### src/rtl/core/sds_pkg.sv
package sds_pkg;

    localparam int MAX_REQUESTS = 32;

    localparam int CYL_W   = 16;
    localparam int CYLS_W  = 17;
    localparam int DIST_W  = 16;
    localparam int TOTAL_W = 22;
    localparam int KIND_W  = 2;
    localparam int ADDR_W  = 3;
    localparam int DATA_W  = 32;

    localparam logic [KIND_W-1:0] KIND_REQ    = 2'd0;
    localparam logic [KIND_W-1:0] KIND_END    = 2'd1;
    localparam logic [KIND_W-1:0] KIND_NOMOVE = 2'd2;

    localparam logic REG_HEAD = 1'b0;
    localparam logic REG_CYLS = 1'b1;

    typedef struct packed {
        logic [CYL_W-1:0] head;
        logic [CYL_W-1:0] end_stop;
    } t_cfg;

    typedef struct packed {
        logic rd_en;
        logic wr_en;
    } t_mem_ctl;

endpackage

### src/rtl/core/sds_regs.sv
module sds_regs (
    input  logic                          i_clk,
    input  logic                          i_rst_n,
    input  logic                          psel,
    input  logic                          penable,
    input  logic                          pwrite,
    input  logic [sds_pkg::ADDR_W-1:0]    paddr,
    input  logic [sds_pkg::DATA_W-1:0]    pwdata,
    output logic [sds_pkg::DATA_W-1:0]    prdata,
    output logic                          pready,
    output sds_pkg::t_cfg                 o_cfg
);

    logic [sds_pkg::CYL_W-1:0]  r_head;
    logic [sds_pkg::CYLS_W-1:0] r_cyls;
    logic                       wr;
    logic                       idx;

    assign wr     = psel & penable & pwrite;
    assign idx    = paddr[2];
    assign pready = 1'b1;

    always_ff @(posedge i_clk) begin
        if (!i_rst_n) begin
            r_head <= '0;
            r_cyls <= sds_pkg::CYLS_W'(65536);
        end else if (wr) begin
            unique case (idx)
                sds_pkg::REG_HEAD: r_head <= pwdata[sds_pkg::CYL_W-1:0];
                sds_pkg::REG_CYLS: r_cyls <= pwdata[sds_pkg::CYLS_W-1:0];
                default: ;
            endcase
        end
    end

    always_comb begin
        unique case (idx)
            sds_pkg::REG_HEAD: prdata = sds_pkg::DATA_W'(r_head);
            sds_pkg::REG_CYLS: prdata = sds_pkg::DATA_W'(r_cyls);
            default:           prdata = '0;
        endcase
    end

    // end stop with zero and oversized cylinder counts clamped
    always_comb begin
        o_cfg.head = r_head;
        if (r_cyls == '0) begin
            o_cfg.end_stop = '0;
        end else if (r_cyls[sds_pkg::CYLS_W-1]) begin
            o_cfg.end_stop = '1;
        end else begin
            o_cfg.end_stop = r_cyls[sds_pkg::CYL_W-1:0] - 1'b1;
        end
    end

endmodule

### src/rtl/core/sds_store.sv
module sds_store #(
    parameter int DEPTH = sds_pkg::MAX_REQUESTS,
    parameter int AW    = 5
) (
    input  logic                      i_clk,
    input  sds_pkg::t_mem_ctl         i_ctl,
    input  logic [AW-1:0]             i_rd_addr,
    input  logic [AW-1:0]             i_wr_addr,
    input  logic [sds_pkg::CYL_W-1:0] i_wr_data,
    output logic [sds_pkg::CYL_W-1:0] o_rd_data
);

    logic [sds_pkg::CYL_W-1:0] r_mem [DEPTH];
    logic [sds_pkg::CYL_W-1:0] r_rd_data;

    always_ff @(posedge i_clk) begin
        if (i_ctl.wr_en) begin
            r_mem[i_wr_addr] <= i_wr_data;
        end
        if (i_ctl.rd_en) begin
            r_rd_data <= r_mem[i_rd_addr];
        end
    end

    assign o_rd_data = r_rd_data;

endmodule

### src/rtl/core/sds_seq.sv
module sds_seq #(
    parameter int MAX_REQ = sds_pkg::MAX_REQUESTS,
    parameter int AW      = 5,
    parameter int CW      = 6
) (
    input  logic                        i_clk,
    input  logic                        i_rst_n,
    input  logic                        i_valid,
    output logic                        o_stall,
    input  logic                        i_op,
    input  logic [sds_pkg::CYL_W-1:0]   i_cylinder,
    input  sds_pkg::t_cfg               i_cfg,
    output sds_pkg::t_mem_ctl           o_mem_ctl,
    output logic [AW-1:0]               o_rd_addr,
    output logic [AW-1:0]               o_wr_addr,
    output logic [sds_pkg::CYL_W-1:0]   o_wr_data,
    input  logic [sds_pkg::CYL_W-1:0]   i_rd_data,
    output logic                        o_valid,
    input  logic                        i_stall,
    output logic [sds_pkg::CYL_W-1:0]   o_visited_cylinder,
    output logic [sds_pkg::DIST_W-1:0]  o_move_distance,
    output logic [sds_pkg::TOTAL_W-1:0] o_total_seek,
    output logic [sds_pkg::KIND_W-1:0]  o_kind,
    output logic                        o_dropped,
    output logic                        o_last
);

    localparam logic [2:0] S_IDLE     = 3'd0;
    localparam logic [2:0] S_INS      = 3'd1;
    localparam logic [2:0] S_INS_LAST = 3'd2;
    localparam logic [2:0] S_ASC      = 3'd3;
    localparam logic [2:0] S_END      = 3'd4;
    localparam logic [2:0] S_DESC     = 3'd5;
    localparam logic [2:0] S_FIN      = 3'd6;

    logic [2:0]                  r_state, n_state;
    logic [CW-1:0]               r_count, n_count;
    logic                        r_ovf, n_ovf;
    logic [sds_pkg::CYL_W-1:0]   r_val, n_val;
    logic [AW-1:0]               r_idx, n_idx;
    logic [sds_pkg::CYL_W-1:0]   r_cur, n_cur;
    logic [sds_pkg::TOTAL_W-1:0] r_total, n_total;
    logic                        r_low, n_low;
    logic                        r_any, n_any;

    logic                        r_ovalid;
    logic [sds_pkg::CYL_W-1:0]   r_ocyl, n_ocyl;
    logic [sds_pkg::DIST_W-1:0]  r_odist, n_odist;
    logic [sds_pkg::TOTAL_W-1:0] r_ototal, n_ototal;
    logic [sds_pkg::KIND_W-1:0]  r_okind, n_okind;
    logic                        r_olast, n_olast;
    logic                        r_odrop;

    logic                        load_out;
    logic                        out_free;
    logic                        go_next;
    logic                        emit;
    logic                        low_now;
    logic                        last_idx;
    logic [CW-1:0]               count_m1_full;
    logic [AW-1:0]               count_m1;
    logic [sds_pkg::CYL_W-1:0]   tgt;
    logic [sds_pkg::DIST_W-1:0]  move_dist;
    logic [sds_pkg::TOTAL_W-1:0] total_next;

    assign out_free      = !r_ovalid || !i_stall;
    assign o_stall       = (r_state != S_IDLE);
    assign count_m1_full = r_count - 1'b1;
    assign count_m1      = count_m1_full[AW-1:0];
    assign last_idx      = (r_idx == count_m1);
    assign tgt           = (r_state == S_END) ? i_cfg.end_stop : i_rd_data;
    assign move_dist     = (tgt >= r_cur) ? (tgt - r_cur) : (r_cur - tgt);
    assign total_next    = r_total + sds_pkg::TOTAL_W'(move_dist);

    always_comb begin
        n_state   = r_state;
        n_count   = r_count;
        n_ovf     = r_ovf;
        n_val     = r_val;
        n_idx     = r_idx;
        n_cur     = r_cur;
        n_total   = r_total;
        n_low     = r_low;
        n_any     = r_any;
        o_mem_ctl = '0;
        o_rd_addr = '0;
        o_wr_addr = '0;
        o_wr_data = r_val;
        load_out  = 1'b0;
        n_ocyl    = i_rd_data;
        n_odist   = move_dist;
        n_ototal  = total_next;
        n_okind   = sds_pkg::KIND_REQ;
        n_olast   = 1'b0;
        go_next   = 1'b0;
        emit      = 1'b0;
        low_now   = r_low;

        unique case (r_state)
            S_IDLE: begin
                if (i_valid) begin
                    if (!i_op) begin
                        if (r_count == CW'(MAX_REQ)) begin
                            n_ovf = 1'b1;
                        end else if (r_count == '0) begin
                            o_mem_ctl.wr_en = 1'b1;
                            o_wr_data       = i_cylinder;
                            n_count         = r_count + 1'b1;
                        end else begin
                            n_val           = i_cylinder;
                            n_idx           = count_m1;
                            o_mem_ctl.rd_en = 1'b1;
                            o_rd_addr       = count_m1;
                            n_state         = S_INS;
                        end
                    end else begin
                        n_cur   = i_cfg.head;
                        n_total = '0;
                        n_low   = 1'b0;
                        n_any   = 1'b0;
                        if (r_count == '0) begin
                            n_state = S_END;
                        end else begin
                            o_mem_ctl.rd_en = 1'b1;
                            n_idx           = '0;
                            n_state         = S_ASC;
                        end
                    end
                end
            end
            // shift larger entries up one place while walking down
            S_INS: begin
                o_mem_ctl.wr_en = 1'b1;
                o_wr_addr       = r_idx + 1'b1;
                if (i_rd_data > r_val) begin
                    o_wr_data = i_rd_data;
                    if (r_idx == '0) begin
                        n_state = S_INS_LAST;
                    end else begin
                        o_mem_ctl.rd_en = 1'b1;
                        o_rd_addr       = r_idx - 1'b1;
                        n_idx           = r_idx - 1'b1;
                    end
                end else begin
                    o_wr_data = r_val;
                    n_count   = r_count + 1'b1;
                    n_state   = S_IDLE;
                end
            end
            S_INS_LAST: begin
                o_mem_ctl.wr_en = 1'b1;
                o_wr_data       = r_val;
                n_count         = r_count + 1'b1;
                n_state         = S_IDLE;
            end
            S_ASC: begin
                emit    = (i_rd_data >= i_cfg.head);
                low_now = (r_idx == '0) ? !emit : r_low;
                n_low   = low_now;
                if (!emit || out_free) begin
                    if (emit) begin
                        load_out = 1'b1;
                        n_olast  = last_idx && !low_now && (i_rd_data == i_cfg.end_stop);
                        n_cur    = i_rd_data;
                        n_total  = total_next;
                        n_any    = 1'b1;
                    end
                    if (last_idx) begin
                        n_state = S_END;
                    end else begin
                        o_mem_ctl.rd_en = 1'b1;
                        o_rd_addr       = r_idx + 1'b1;
                        n_idx           = r_idx + 1'b1;
                    end
                end
            end
            S_END: begin
                if (r_cur != i_cfg.end_stop) begin
                    if (out_free) begin
                        load_out = 1'b1;
                        n_ocyl   = i_cfg.end_stop;
                        n_okind  = sds_pkg::KIND_END;
                        n_olast  = !r_low;
                        n_cur    = i_cfg.end_stop;
                        n_total  = total_next;
                        n_any    = 1'b1;
                        go_next  = 1'b1;
                    end
                end else if (!r_low && !r_any) begin
                    if (out_free) begin
                        load_out = 1'b1;
                        n_ocyl   = i_cfg.head;
                        n_odist  = '0;
                        n_ototal = '0;
                        n_okind  = sds_pkg::KIND_NOMOVE;
                        n_olast  = 1'b1;
                        go_next  = 1'b1;
                    end
                end else begin
                    go_next = 1'b1;
                end
                if (go_next) begin
                    if (r_low) begin
                        o_mem_ctl.rd_en = 1'b1;
                        o_rd_addr       = count_m1;
                        n_idx           = count_m1;
                        n_state         = S_DESC;
                    end else begin
                        n_state = S_FIN;
                    end
                end
            end
            S_DESC: begin
                emit = (i_rd_data < i_cfg.head);
                if (!emit || out_free) begin
                    if (emit) begin
                        load_out = 1'b1;
                        n_olast  = (r_idx == '0);
                        n_cur    = i_rd_data;
                        n_total  = total_next;
                    end
                    if (r_idx == '0) begin
                        n_state = S_FIN;
                    end else begin
                        o_mem_ctl.rd_en = 1'b1;
                        o_rd_addr       = r_idx - 1'b1;
                        n_idx           = r_idx - 1'b1;
                    end
                end
            end
            S_FIN: begin
                n_count = '0;
                n_ovf   = 1'b0;
                n_state = S_IDLE;
            end
            default: begin
                n_state = S_IDLE;
            end
        endcase
    end

    always_ff @(posedge i_clk) begin
        if (!i_rst_n) begin
            r_state  <= S_IDLE;
            r_count  <= '0;
            r_ovf    <= 1'b0;
            r_low    <= 1'b0;
            r_any    <= 1'b0;
            r_ovalid <= 1'b0;
        end else begin
            r_state <= n_state;
            r_count <= n_count;
            r_ovf   <= n_ovf;
            r_low   <= n_low;
            r_any   <= n_any;
            if (load_out) begin
                r_ovalid <= 1'b1;
            end else if (!i_stall) begin
                r_ovalid <= 1'b0;
            end
        end
    end

    always_ff @(posedge i_clk) begin
        r_val   <= n_val;
        r_idx   <= n_idx;
        r_cur   <= n_cur;
        r_total <= n_total;
        if (load_out) begin
            r_ocyl   <= n_ocyl;
            r_odist  <= n_odist;
            r_ototal <= n_ototal;
            r_okind  <= n_okind;
            r_olast  <= n_olast;
            r_odrop  <= r_ovf;
        end
    end

    assign o_valid            = r_ovalid;
    assign o_visited_cylinder = r_ocyl;
    assign o_move_distance    = r_odist;
    assign o_total_seek       = r_ototal;
    assign o_kind             = r_okind;
    assign o_dropped          = r_odrop;
    assign o_last             = r_olast;

endmodule

### src/rtl/core/scan_disk_scheduler_top.sv
// channel   direction  handshake           payload
// input     in         i_valid / o_stall   i_op, i_cylinder
// result    out        o_valid / i_stall   o_visited_cylinder, o_move_distance,
//                                          o_total_seek, o_kind, o_dropped, o_last
// config    in         apb psel/penable    head_position at 0x0, disk_cylinders at 0x4
//
// a load into an empty store writes directly and one into a full store is dropped; else
// it shifts each larger entry up in the store memory (one read, one write per cycle)
// a run accepts, walks the stored requests upward, moves to the end stop, walks them
// downward again when any lies below the head, and clears the store
// results leave through a register
// a stalled result holds its register and pauses the run at the next result to emit
// synchronous reset empties the store count and drops any pending result
module scan_disk_scheduler_top #(
    parameter int MAX_REQUESTS = sds_pkg::MAX_REQUESTS
) (
    input  logic                        i_clk,
    input  logic                        i_rst_n,
    input  logic                        i_valid,
    output logic                        o_stall,
    input  logic                        i_op,
    input  logic [sds_pkg::CYL_W-1:0]   i_cylinder,
    output logic                        o_valid,
    input  logic                        i_stall,
    output logic [sds_pkg::CYL_W-1:0]   o_visited_cylinder,
    output logic [sds_pkg::DIST_W-1:0]  o_move_distance,
    output logic [sds_pkg::TOTAL_W-1:0] o_total_seek,
    output logic [sds_pkg::KIND_W-1:0]  o_kind,
    output logic                        o_dropped,
    output logic                        o_last,
    input  logic                        psel,
    input  logic                        penable,
    input  logic                        pwrite,
    input  logic [sds_pkg::ADDR_W-1:0]  paddr,
    input  logic [sds_pkg::DATA_W-1:0]  pwdata,
    output logic [sds_pkg::DATA_W-1:0]  prdata,
    output logic                        pready
);

    localparam int AW = (MAX_REQUESTS > 1) ? $clog2(MAX_REQUESTS) : 1;
    localparam int CW = $clog2(MAX_REQUESTS + 1);

    sds_pkg::t_cfg             cfg;
    sds_pkg::t_mem_ctl         mem_ctl;
    logic [AW-1:0]             rd_addr;
    logic [AW-1:0]             wr_addr;
    logic [sds_pkg::CYL_W-1:0] wr_data;
    logic [sds_pkg::CYL_W-1:0] rd_data;

    sds_regs u_regs (
        .i_clk   (i_clk),
        .i_rst_n (i_rst_n),
        .psel    (psel),
        .penable (penable),
        .pwrite  (pwrite),
        .paddr   (paddr),
        .pwdata  (pwdata),
        .prdata  (prdata),
        .pready  (pready),
        .o_cfg   (cfg)
    );

    sds_store #(
        .DEPTH (MAX_REQUESTS),
        .AW    (AW)
    ) u_store (
        .i_clk     (i_clk),
        .i_ctl     (mem_ctl),
        .i_rd_addr (rd_addr),
        .i_wr_addr (wr_addr),
        .i_wr_data (wr_data),
        .o_rd_data (rd_data)
    );

    sds_seq #(
        .MAX_REQ (MAX_REQUESTS),
        .AW      (AW),
        .CW      (CW)
    ) u_seq (
        .i_clk              (i_clk),
        .i_rst_n            (i_rst_n),
        .i_valid            (i_valid),
        .o_stall            (o_stall),
        .i_op               (i_op),
        .i_cylinder         (i_cylinder),
        .i_cfg              (cfg),
        .o_mem_ctl          (mem_ctl),
        .o_rd_addr          (rd_addr),
        .o_wr_addr          (wr_addr),
        .o_wr_data          (wr_data),
        .i_rd_data          (rd_data),
        .o_valid            (o_valid),
        .i_stall            (i_stall),
        .o_visited_cylinder (o_visited_cylinder),
        .o_move_distance    (o_move_distance),
        .o_total_seek       (o_total_seek),
        .o_kind             (o_kind),
        .o_dropped          (o_dropped),
        .o_last             (o_last)
    );

endmodule

### config.mk
export PLATFORM = sky130hd
export DESIGN_NAME = scan_disk_scheduler_top
export DESIGN_NICKNAME = d
export VERILOG_FILES = /design/src/rtl/core/sds_pkg.sv /design/src/rtl/core/sds_regs.sv /design/src/rtl/core/sds_store.sv /design/src/rtl/core/sds_seq.sv /design/src/rtl/core/scan_disk_scheduler_top.sv
export SDC_FILE = /design/constraint.sdc
export NUM_CORES = 1
export LEC_CHECK = 0
export BUFFER_PORTS_ARGS = -buffer_cell sky130_fd_sc_hd__buf_2
export CAP_MARGIN = 20
export CORE_MARGIN = 5
export CORE_UTILIZATION = 35
export DETAILED_ROUTE_END_ITERATION = 6
export GPL_TIMING_DRIVEN = 0
export PLACE_DENSITY_LB_ADDON = 0.08
export SETUP_SLACK_MARGIN = 0.4
export SYNTH_ARGS = -nofsm -noshare
export SYNTH_HDL_FRONTEND = slang
export SYNTH_HIERARCHICAL = 1
export SYNTH_SLANG_ARGS = --single-unit
### constraint.sdc
create_clock -name i_clk -period 7.83 [get_ports i_clk]
set_input_delay 1.9575 -clock i_clk [delete_from_list [all_inputs] [get_ports i_clk]]
set_output_delay 1.9575 -clock i_clk [all_outputs]
set_load 0.02 [all_outputs]
==> impl_metrics.py, run 1 <==
metrics = {
    "status": {
        "status": "completed",
    },
    "sta": {
        "max_freq_mhz": 141,
        "fin_crit_sh_pct": 90.5,
        "hold_violations": 0,
        "rsz0062_at_grt": "false",
        "fin_ws_ns": 0.742,
        "slew_headroom_pct": 33.5,
        "clock_skew_ns": 0.0320,
        "min_period_ns": 7.09,
        "worst_pin_slew_ns": 0.994,
        "whs_ns": 0.460,
        "finalSetupViolCount": 0,
        "tns_ns": 0,
        "final_max_slew_viol_count": 0,
    },
    "worst_hold_path": {
        "hold_class": "reg2reg",
        "min_from": "u_seq/r_ovf",
    },
    "floorplan": {
        "fp.dieH_um": 319,
        "pin_count": 152,
        "core_area_sq_um": 95000,
        "rows": 113,
        "die-area_sq_um": 102000,
        "die_w_um": 319,
        "start_util_pct": 35.3,
    },
    "global_route": {
        "gr-total-overflow": 0,
        "grt_max_degree": 59,
        "antenna_found_initial": 1,
        "gr-usage-all-layers_pct": 19.6,
        "grt_pass1_vias": 22600,
        "grt_pass1_wl_um": 150000,
    },
    "final_layout": {
        "final_cell_mix": "edfxtp_1, mux2i_1, nand2_1, buf_2, inv_1",
        "n_antenna_cell": 0,
        "fill_cells": 8872,
        "syn_to_final_growth_pct": 16.6,
        "fin_util_pct": 41.1,
        "layout.nets": 3009,
        "drive_gt1_share_pct": 15.7,
        "layout_commonest_cell": "edfxtp_1",
        "final_cell_count_no_fill": 4181,
    },
    "worst_setup_path": {
        "r2r-start": "u_regs/r_cyls[0]",
        "path_max_fanout": 10,
        "crit_path_end_kind": "register",
        "cpLargestDelayFamily": "compound AO/OA/AOI/OAI gates",
        "cp-start-kind": "register",
        "max_stage_delay_ns": 0.56,
        "crit_required_ns": 8.20,
        "crit_type": "reg2reg",
        "setup.worst_path.start": "u_regs/r_cyls[0]",
        "crit_arrival_ns": 7.46,
        "cp_num_buf_inv": 5,
        "critical_path.slowest_cell": "o21ai_0",
    },
    "placed_design": {
        "dp.cells": 4040,
        "place_ws_ns": 0.579,
        "port_buffers": 117,
        "hpwl_um": 74700,
        "gp_congestion": 0.869,
    },
    "clock_network": {
        "cts_made_buffers": 82,
        "post_cts_buffers": 0,
        "clk_latency_ns": 0.66,
        "postCtsHoldBufs": 0,
        "cts.sinks": 691,
        "cts_max_path_buffers": 3,
        "cts_tree": "built",
        "htreeDepth": 3,
        "path_clk_slew_ns": 0.06,
        "root_buffer": "clkbuf_16",
    },
    "pwr": {
        "power_density_nw_per_um2": 510,
        "max-vdd-ir-drop_uv": 403,
        "p_leak_uw": 0.0135,
    },
    "yosys": {
        "ys_types": 99,
        "syn_inst": 2607,
        "synth-seq-area-share_pct": 60.6,
        "syn_avg_cell_area_sq_um": 12.8,
        "synthArstFlopShare_pct": 0,
        "synth_seq_cells": 691,
        "synth.cell_area_sq_um": 33500,
        "synth-main-ff-cell": "edfxtp_1",
        "synth_warnings": 6,
        "synth_edf_count": 645,
    },
    "route": {
        "drc": 0,
        "drt_iter0_drc": 1844,
        "drt_pass1_iterations": 6,
        "via_per_inst": 5.35,
        "route.met3.wl_um": 4310,
        "vias": 22400,
        "drt-met1-wl_um": 43400,
        "wl_per_cell_um": 24.7,
        "drtAntennaViolNets": 0,
        "dr_wl_met2_um": 52100,
        "top_layer": "met4",
        "totalWireLength_um": 103000,
    },
    "run": {
        "cap_violations": 0,
    },
}
cells by family after synthesis:
family	after synthesis	share of synthesized area, %
simple gates	598	8.64
mux	301	9.08
buf+inv	279	4.39
compound gates	570	11.8
flops	691	60.6
fa+ha+maj	89	3.39
xor+xnor	77	2.10
other cells	2	0.0224
where the power goes:
group	switching [uW]	leakage (uW)	internal, uW
Clock	1540	0.00123	2060
Combinational	6870	0.00605	3700
Sequential	335	0.00623	5410
sequential cells by signal (all words and copies together) (netlist names), 16 cells and up:
signal / flops
u_store/r_mem: 512
u_seq/o_total_seek: 22
u_seq/r_total: 22
u_regs/r_cyls: 17
u_regs/r_head: 16
u_seq/o_move_distance: 16
u_seq/o_visited_cylinder: 16
u_seq/r_cur: 16
u_seq/r_val: 16
u_store/o_rd_data: 16
metrics by stage:
step | instance area [sq um] | total power [uW]
floorplan | 33500 | 12500
global placement | 35700 | 16000
detailed placement | 36500 | 16400
CTS | 39000 | 20100
global route | 39000 | 21100
finish | 39000 | 19900
worst register-to-register path, cell delays in order (launching register included):
cell and delay (ns):
dfxtp_1 0.43, inv_1 0.07, ha_1 0.20, nand2b_1 0.20, nor2b_1 0.14, and3_1 0.20, buf_4 0.18, a21oi_1 0.45
inv_1 0.15, o21ai_0 0.56, ha_1 0.44, a21oi_1 0.33, a311oi_2 0.20, a211o_1 0.33, a21oi_2 0.21, buf_6 0.18
buf_6 0.17, a21oi_1 0.10, xnor2_1 0.30, ha_1 0.35, nor2b_1 0.16, o31a_1 0.27, o311a_1 0.37, o211a_1 0.28
o2111ai_1 0.23, xor2_1 0.23, nor2_1 0.07
path summary, 6_finish.rpt:
kind	end	slack [ns]	cells after the start
max	u_seq/r_total[18]	0.74	26
min	u_seq/o_dropped	0.46	0
max reg2reg	u_seq/r_total[18]	0.74	26
min reg2reg	u_seq/o_dropped	0.46	0
timing repair:
item | in CTS | in global routing
endpoints found under the setup margin | 0 | 8
resized for setup | 0 | 6
hold endpoints to repair | 0 | 0
cells in the mapped netlist (all sizes together), types with 5 or more instances:
cell type,instances,share of area (%)
edfxtp,645,58
mux2i,282,8.4
nand2,204,2.3
nor2,127,1.5
inv,124,1.4
a21oi,114,1.7
o21ai,109,1.7
buf,103,2.4
ha,86,3.2
a22oi,81,1.8
nand3,59,0.88
nor3,56,0.85
clkbuf,51,0.58
xnor2,47,1.2
dfxtp,46,2.7
nand4,36,0.67
a21boi,35,0.78
a22o,32,0.84
xor2,28,0.73
a31oi,23,0.43
a21o,22,0.49
o22ai,22,0.43
mux2,19,0.65
a211oi,18,0.42
nand2b,18,0.34
and3,17,0.32
o21a,17,0.38
a222oi,16,0.48
and2,16,0.31
nor2b,12,0.22
o22a,12,0.31
or3,12,0.24
nor4,10,0.25
o211ai,9,0.20
a221o,8,0.24
nand3b,7,0.16
a2111oi,6,0.31
o21bai,6,0.13
or4,6,0.15
o31a,5,0.13
o31ai,5,0.13
final cells by class:
class,instances,area (sq um),area share [%]
Sequential cell,691,20300,52.0
Timing Repair Buffer,156,1180,3.03
Buffer,154,1000,2.56
Tap cell,1265,1580,4.05
Multi-Input combinational cell,1651,12000,30.7
Clock inverter,36,373,0.955
Clock buffer,103,2150,5.51
Inverter,125,469,1.20
routing by layer:
layer | up-vias | track usage, %
met5 | - | 0
li1 | 10400 | -
met2 | 647 | 34.8
met1 | 11200 | 25.1
met3 | 165 | 2.61
met4 | 0 | 6.02
No activity file was read; power rests on OpenSTA's default activity.
==> run 2, diff against run 1 <==
--- a/config.mk
+++ b/config.mk
@@ -5,6 +5,7 @@
 export SDC_FILE = /design/constraint.sdc
 export NUM_CORES = 1
 export LEC_CHECK = 0
+export ABC_AREA = 1
 export BUFFER_PORTS_ARGS = -buffer_cell sky130_fd_sc_hd__buf_2
 export CAP_MARGIN = 20
 export CORE_MARGIN = 5
@@ -15,5 +16,4 @@
 export SETUP_SLACK_MARGIN = 0.4
 export SYNTH_ARGS = -nofsm -noshare
 export SYNTH_HDL_FRONTEND = slang
-export SYNTH_HIERARCHICAL = 1
 export SYNTH_SLANG_ARGS = --single-unit
==> run 2 against run 1 <==
Compared with the run above: wire length up 21%; maximum frequency is 4.1% higher; synthesized cell count increased by 46%; sequential power is 1% higher; non-clock buffer count grew 61; utilization is 0.47 points higher; critical path depth grew 9; clock power grew 5%; register-to-register slack improved by 0.28 ns; worst hold slack worse by 0.020 ns; combinational power rose by 8%; largest cell class unchanged; largest power group unchanged.
==> impl_metrics.py, run 2 <==
metrics = {
    "floorplan": {
        "die-area_sq_um": 108000,
        "start_util_pct": 35.3,
        "fp.dieH_um": 328,
        "rows": 116,
        "pin_count": 152,
        "core_area_sq_um": 100000,
        "die_w_um": 328,
    },
    "worst_setup_path": {
        "max_stage_delay_ns": 0.43,
        "critical_path.slowest_cell": "fa_1",
        "crit_path_end_kind": "register",
        "crit_top_cell": "inv_1",
        "cp-start-kind": "register",
        "crit_type": "reg2reg",
        "path_max_fanout": 10,
        "crit_required_ns": 8.35,
        "crit_arrival_ns": 7.33,
    },
    "global_route": {
        "grtUsageMet1_pct": 30.1,
        "grt_busiest_layer": "met2",
        "met2_usage_pct": 37.3,
        "antenna_found_initial": 0,
        "grt_pass1_wl_um": 180000,
        "use_met3_pct": 3.54,
        "grt_pass1_vias": 26700,
        "grt_max_degree": 28,
        "gr-usage-all-layers_pct": 22.5,
        "gr-total-overflow": 0,
    },
    "pwr": {
        "p_leak_uw": 0.0173,
        "power_density_nw_per_um2": 502,
        "max-vdd-ir-drop_uv": 349,
    },
    "final_layout": {
        "fill_cells": 10100,
        "final_cell_mix": "nand2_1, edfxtp_1, nand3_1, inv_1, buf_2",
        "layout.nets": 4209,
        "drive_gt1_share_pct": 12.5,
        "postLayoutCellArea_sq_um": 41700,
        "largest_reg_flops": 512,
        "layout_commonest_cell": "nand2_1",
        "top_register": "u_store.r_mem",
        "final_cell_count_no_fill": 5485,
        "regArea_sq_um": 20300,
        "multi_input_area_sq_um": 12400,
        "n_antenna_cell": 0,
        "syn_to_final_growth_pct": 17.6,
    },
    "placed_design": {
        "port_buffers": 117,
        "place_ws_ns": 0.130,
        "gp_congestion": 0.941,
        "place_area_sq_um": 39100,
        "dp.cells": 5331,
        "hpwl_um": 92000,
    },
    "sta": {
        "finalSetupViolCount": 0,
        "clock_skew_ns": 0.0353,
        "fin_crit_sh_pct": 87.0,
        "whs_ns": 0.440,
        "max_freq_mhz": 147,
        "hold_violations": 0,
        "slew_headroom_pct": 26.0,
        "rsz0062_at_grt": "false",
        "worst_pin_slew_ns": 1.11,
        "min_period_ns": 6.81,
        "fin_ws_ns": 1.02,
        "final_max_slew_viol_count": 0,
    },
    "yosys": {
        "synth-main-ff-cell": "edfxtp_1",
        "synth.largest_area_cell": "edfxtp_1",
        "synthArstFlopShare_pct": 0,
        "synth-seq-area-share_pct": 57.2,
        "synth.area.top_cells": "edfxtp_1, nand3_1, nand2_1",
        "synth.cell_area_sq_um": 35500,
        "ys_types": 56,
        "syn_avg_cell_area_sq_um": 9.35,
        "synthTopCellsByCount": "nand2_1, edfxtp_1, nand3_1, inv_1, nor2_1",
        "synth_warnings": 0,
        "synth_edf_count": 645,
        "synth_most_common_cell": "nand2_1",
        "syn_inst": 3795,
        "synth.top_cell.area_share_pct": 54.6,
        "synth_seq_cells": 691,
    },
    "clock_network": {
        "cts.sinks": 691,
        "cts_made_buffers": 83,
        "cts_max_path_buffers": 3,
        "cts_tree": "built",
        "clk_latency_ns": 0.67,
        "root_buffer": "clkbuf_16",
        "postCtsHoldBufs": 0,
        "path_clk_slew_ns": 0.06,
        "htreeDepth": 3,
    },
    "route": {
        "drc": 0,
        "drt_iter0_drc": 2586,
        "vias": 28100,
        "totalWireLength_um": 125000,
        "drt_pass1_iterations": 6,
        "via_per_inst": 5.12,
        "drtAntennaViolNets": 0,
        "wl_per_cell_um": 22.7,
    },
    "run": {
        "cap_violations": 0,
    },
    "status": {
        "status": "completed",
    },
    "worst_hold_path": {
        "hold_class": "reg2reg",
    },
}
==> run 2: layout make-up <==
cell class                      count  share of cell area [%]
Buffer                            206                    2.56
Clock buffer                      107                    5.34
Clock inverter                     47                   0.959
Inverter                          569                    5.12
Multi-Input combinational cell   2343                    29.8
Sequential cell                   691                    48.6
Tap cell                         1357                    4.07
Timing Repair Buffer              165                    3.55
==> run 2: metrics by stage <==
step / total power, uW / util [%] / setup TNS, ns
2_1_floorplan: 13000 / - / 0
3_3_place_gp: 16800 / 37.7 / -1.41
3_5_place_dp: 17200 / 38.9 / 0
4_1_cts: 21000 / 41.5 / 0
5_1_grt: 22400 / 41.6 / 0
6_report: 21000 / 41.6 / 0
==> run 2: cell families after synthesis <==
family                   share of synthesized area, %
AO/OA/AOI/OAI                                    6.24
XOR/XNOR                                         1.21
AND/OR/NAND/NOR                                  23.0
buffers and inverters                            9.01
other                                          0.0212
flip-flops                                       57.2
multiplexers                                   0.0564
adder cells (fa/ha/maj)                          3.27
==> run 2: critical path: cells and delay by family, from the launching register on <==
kind	cells	cell delay [ns]
AND/OR/NAND/NOR	17	2.68
buffers and inverters	10	1.65
AO/OA/AOI/OAI	5	1.10
adder cells (fa/ha/maj)	2	0.69
flip-flops	1	0.36
XOR/XNOR	1	0.17
==> run 2: layer usage <==
layer | vias to the layer above | wire length [um]
li1 | 13300 | -
met1 | 13600 | 53700
met2 | 953 | 58400
met3 | 214 | 7540
met4 | 0 | 5040
met5 | - | 0
==> run 2: final timing paths <==
| path | start | endpoint | slack [ns] | depth (start not counted) |
|---|---|---|---|---|
| worst min-delay path | u_seq.r_ovf | u_seq.o_dropped | 0.44 | 0 |
| worst min register to register | u_seq.r_ovf | u_seq.o_dropped | 0.44 | 0 |
| worst max register to register | u_seq.r_state[1] | u_seq.o_total_seek[20] | 1.02 | 35 |
| worst max-delay path | u_seq.r_state[1] | u_seq.o_total_seek[20] | 1.02 | 35 |
==> run 2: report_power, final <==
group          total [uW]  internal, uW  switching, uW
clock                3780          2160           1620
sequential           5820          5510            311
combinational       11400          3600           7760
total               21000         11300           9690
==> run 2: what timing repair did <==
action | in CTS | in global routing
pin swaps | 0 | 0
gates cloned | 0 | 0
setup buffers | 0 | 0
endpoints found under the setup margin | 10 | 14
gates resized for setup | 2 | 11
hold endpoints to repair | 0 | 0
==> run 3, diff against run 2 <==
--- a/config.mk
+++ b/config.mk
@@ -11,7 +11,6 @@
 export CORE_MARGIN = 5
 export CORE_UTILIZATION = 35
 export DETAILED_ROUTE_END_ITERATION = 6
-export GPL_TIMING_DRIVEN = 0
 export PLACE_DENSITY_LB_ADDON = 0.08
 export SETUP_SLACK_MARGIN = 0.4
 export SYNTH_ARGS = -nofsm -noshare
==> run 3 against run 2 <==
Compared with the run above: the flow now finishes with violations (DRC); worst hold slack improved by 0.0084 ns; count of clock-buffer cells in the layout increased by 1; critical endpoint unchanged; highest routed layer is now met5; sequential share of layout area rose by 1.4 points; register-to-register slack improved by 0.14 ns; setup slack gained 0.14 ns; maximum frequency rose by 2.0%; largest power group unchanged.
==> impl_metrics.py, run 3 (same netlist as run 2, synthesis figures left out) <==
metrics = {
    "sta": {
        "min_period_ns": 6.67,
        "tns_ns": 0,
        "rsz0062_at_grt": "false",
        "worst_pin_slew_ns": 1.17,
        "slew_headroom_pct": 21.8,
        "final_max_slew_viol_count": 0,
        "clock_skew_ns": 0.0384,
        "hold_violations": 0,
        "max_freq_mhz": 150,
        "finalSetupViolCount": 0,
        "fin_crit_sh_pct": 85.2,
    },
    "final_layout": {
        "final_cell_mix": "nand2_1, edfxtp_1, nand3_1, inv_1, nor2_1",
        "regArea_sq_um": 20300,
        "largest_reg_flops": 512,
        "layout.nets": 4033,
        "postLayoutCellArea_sq_um": 40600,
        "multi_input_area_sq_um": 12400,
        "top_register": "u_store.r_mem",
        "fill_cells": 10100,
        "layout_commonest_cell": "nand2_1",
        "drive_gt1_share_pct": 9.56,
        "syn_to_final_growth_pct": 14.3,
    },
    "clock_network": {
        "root_buffer": "clkbuf_16",
        "cts_made_buffers": 81,
        "htreeDepth": 3,
        "postCtsHoldBufs": 0,
        "cts_max_path_buffers": 3,
        "cts-resized-gates": 0,
        "post_cts_buffers": 0,
        "cts.sinks": 691,
        "path_clk_slew_ns": 0.06,
        "clk_latency_ns": 0.66,
        "cts_tree": "built",
    },
    "pwr": {
        "swShare_pct": 45.3,
        "max-vdd-ir-drop_uv": 390,
        "p_clk_share_pct": 18.5,
        "power_density_nw_per_um2": 501,
        "p_int_uw": 11100,
        "p_comb_share_pct": 52.6,
        "p_sw_uw": 9220,
        "pwr-share-seq_pct": 28.9,
        "p_leak_uw": 0.0167,
    },
    "route": {
        "drc": 1,
        "drt_pass1_iterations": 7,
        "vias": 26600,
        "drtAntennaViolNets": 0,
        "via_per_inst": 5.01,
        "drt_iter0_drc": 2046,
        "totalWireLength_um": 113000,
        "wl_per_cell_um": 21.3,
    },
    "global_route": {
        "gr-usage-all-layers_pct": 20.5,
        "antenna_found_initial": 2,
        "gr-total-overflow": 0,
        "grt_max_degree": 171,
        "grt_pass1_vias": 25500,
        "grt_pass1_wl_um": 168000,
    },
    "floorplan": {
        "core_area_sq_um": 100000,
        "die-area_sq_um": 108000,
        "die_w_um": 328,
        "start_util_pct": 35.3,
        "fp.dieH_um": 328,
        "pin_count": 152,
        "rows": 116,
    },
    "worst_setup_path": {
        "crit_required_ns": 8.36,
        "r2r_slack_ns": 1.16,
        "path_max_fanout": 21,
        "crit_arrival_ns": 7.21,
        "cp-start-kind": "register",
        "crit_path_end_kind": "register",
        "crit_type": "reg2reg",
        "max_stage_delay_ns": 0.48,
        "critical_path.slowest_cell": "nand3b_2",
    },
    "run": {
        "cap_violations": 0,
    },
    "placed_design": {
        "gp_congestion": 0.885,
        "place_area_sq_um": 37800,
        "hpwl_um": 70800,
        "port_buffers": 118,
    },
    "worst_hold_path": {
        "hold_class": "reg2reg",
    },
    "status": {
        "status": "finished with violations",
        "violations": "DRC",
    },
}
## run 3: cell count changes in the layout (fill, tap and decap cells not counted), moves of 3 or more
cell	delta
nor2_2	-24
buf_2	-93
buf_8	-21
nor2_1	+23
buf_16	-5
buf_4	+18
bufinv_16	+3
clkbuf_1	-54
buf_6	-3
clkinv_1	-4
buf_1	-11
clkinv_2	-8
## run 3: final timing paths
path                    start                endpoint  cells after the start
max reg2reg  u_regs.r_cyls[4]  u_seq.o_total_seek[20]                     33
min               u_seq.r_ovf         u_seq.o_dropped                      0
min reg2reg       u_seq.r_ovf         u_seq.o_dropped                      0
max          u_regs.r_cyls[4]  u_seq.o_total_seek[20]                     33
## run 3: area by class of cell
class	count	area share, %
Clock inverter	34	0.928
Clock buffer	108	5.47
Inverter	569	5.27
Antenna cell	1	0.00616
Multi-Input combinational cell	2343	30.6
Tap cell	1357	4.18
Timing Repair Buffer	197	3.58
Sequential cell	691	50.0
## run 3: per-layer routing
layer | up-vias | track usage, % | wire length (um)
met5 | - | 0 | 14
met4 | 2 | 7.34 | 3980
met3 | 156 | 2.61 | 5210
met2 | 647 | 33.5 | 52500
met1 | 12800 | 28.2 | 51100
li1 | 12900 | - | -
## run 3: stage by stage
stage                     hold WS [ns]  instances  util (%)  power (uW)  setup WS, ns
final                            0.448       5300      40.4       20300          1.16
after CTS                        0.439       5290      40.2       20500          1.13
after global routing             0.459       5299      40.4       22000         0.442
after floorplan                  0.409       3809         -       13000          1.98
after global placement           0.418       5148      37.6       16600          1.20
after detailed placement         0.425       5148      37.6       16600          1.13
## run 3: power groups by stage
| stage | logic (uW) | clock network [uW] | registers (uW) |
|---|---|---|---|
| floorplan | 6980 | 0 | 5990 |
| global placement | 10700 | 0 | 5950 |
| detailed placement | 10700 | 0 | 5950 |
| CTS | 10700 | 3890 | 5880 |
| global route | 12000 | 4040 | 5900 |
| finish | 10700 | 3770 | 5870 |
## run 3: worst max-delay path: cells and delay by family, from the launching register on
family                   cells  cell delay (ns)
XOR/XNOR                     1             0.17
AND/OR/NAND/NOR             21             3.79
buffers and inverters        5             0.49
flip-flops                   1             0.36
adder cells (fa/ha/maj)      2             0.81
AO/OA/AOI/OAI                4             0.90
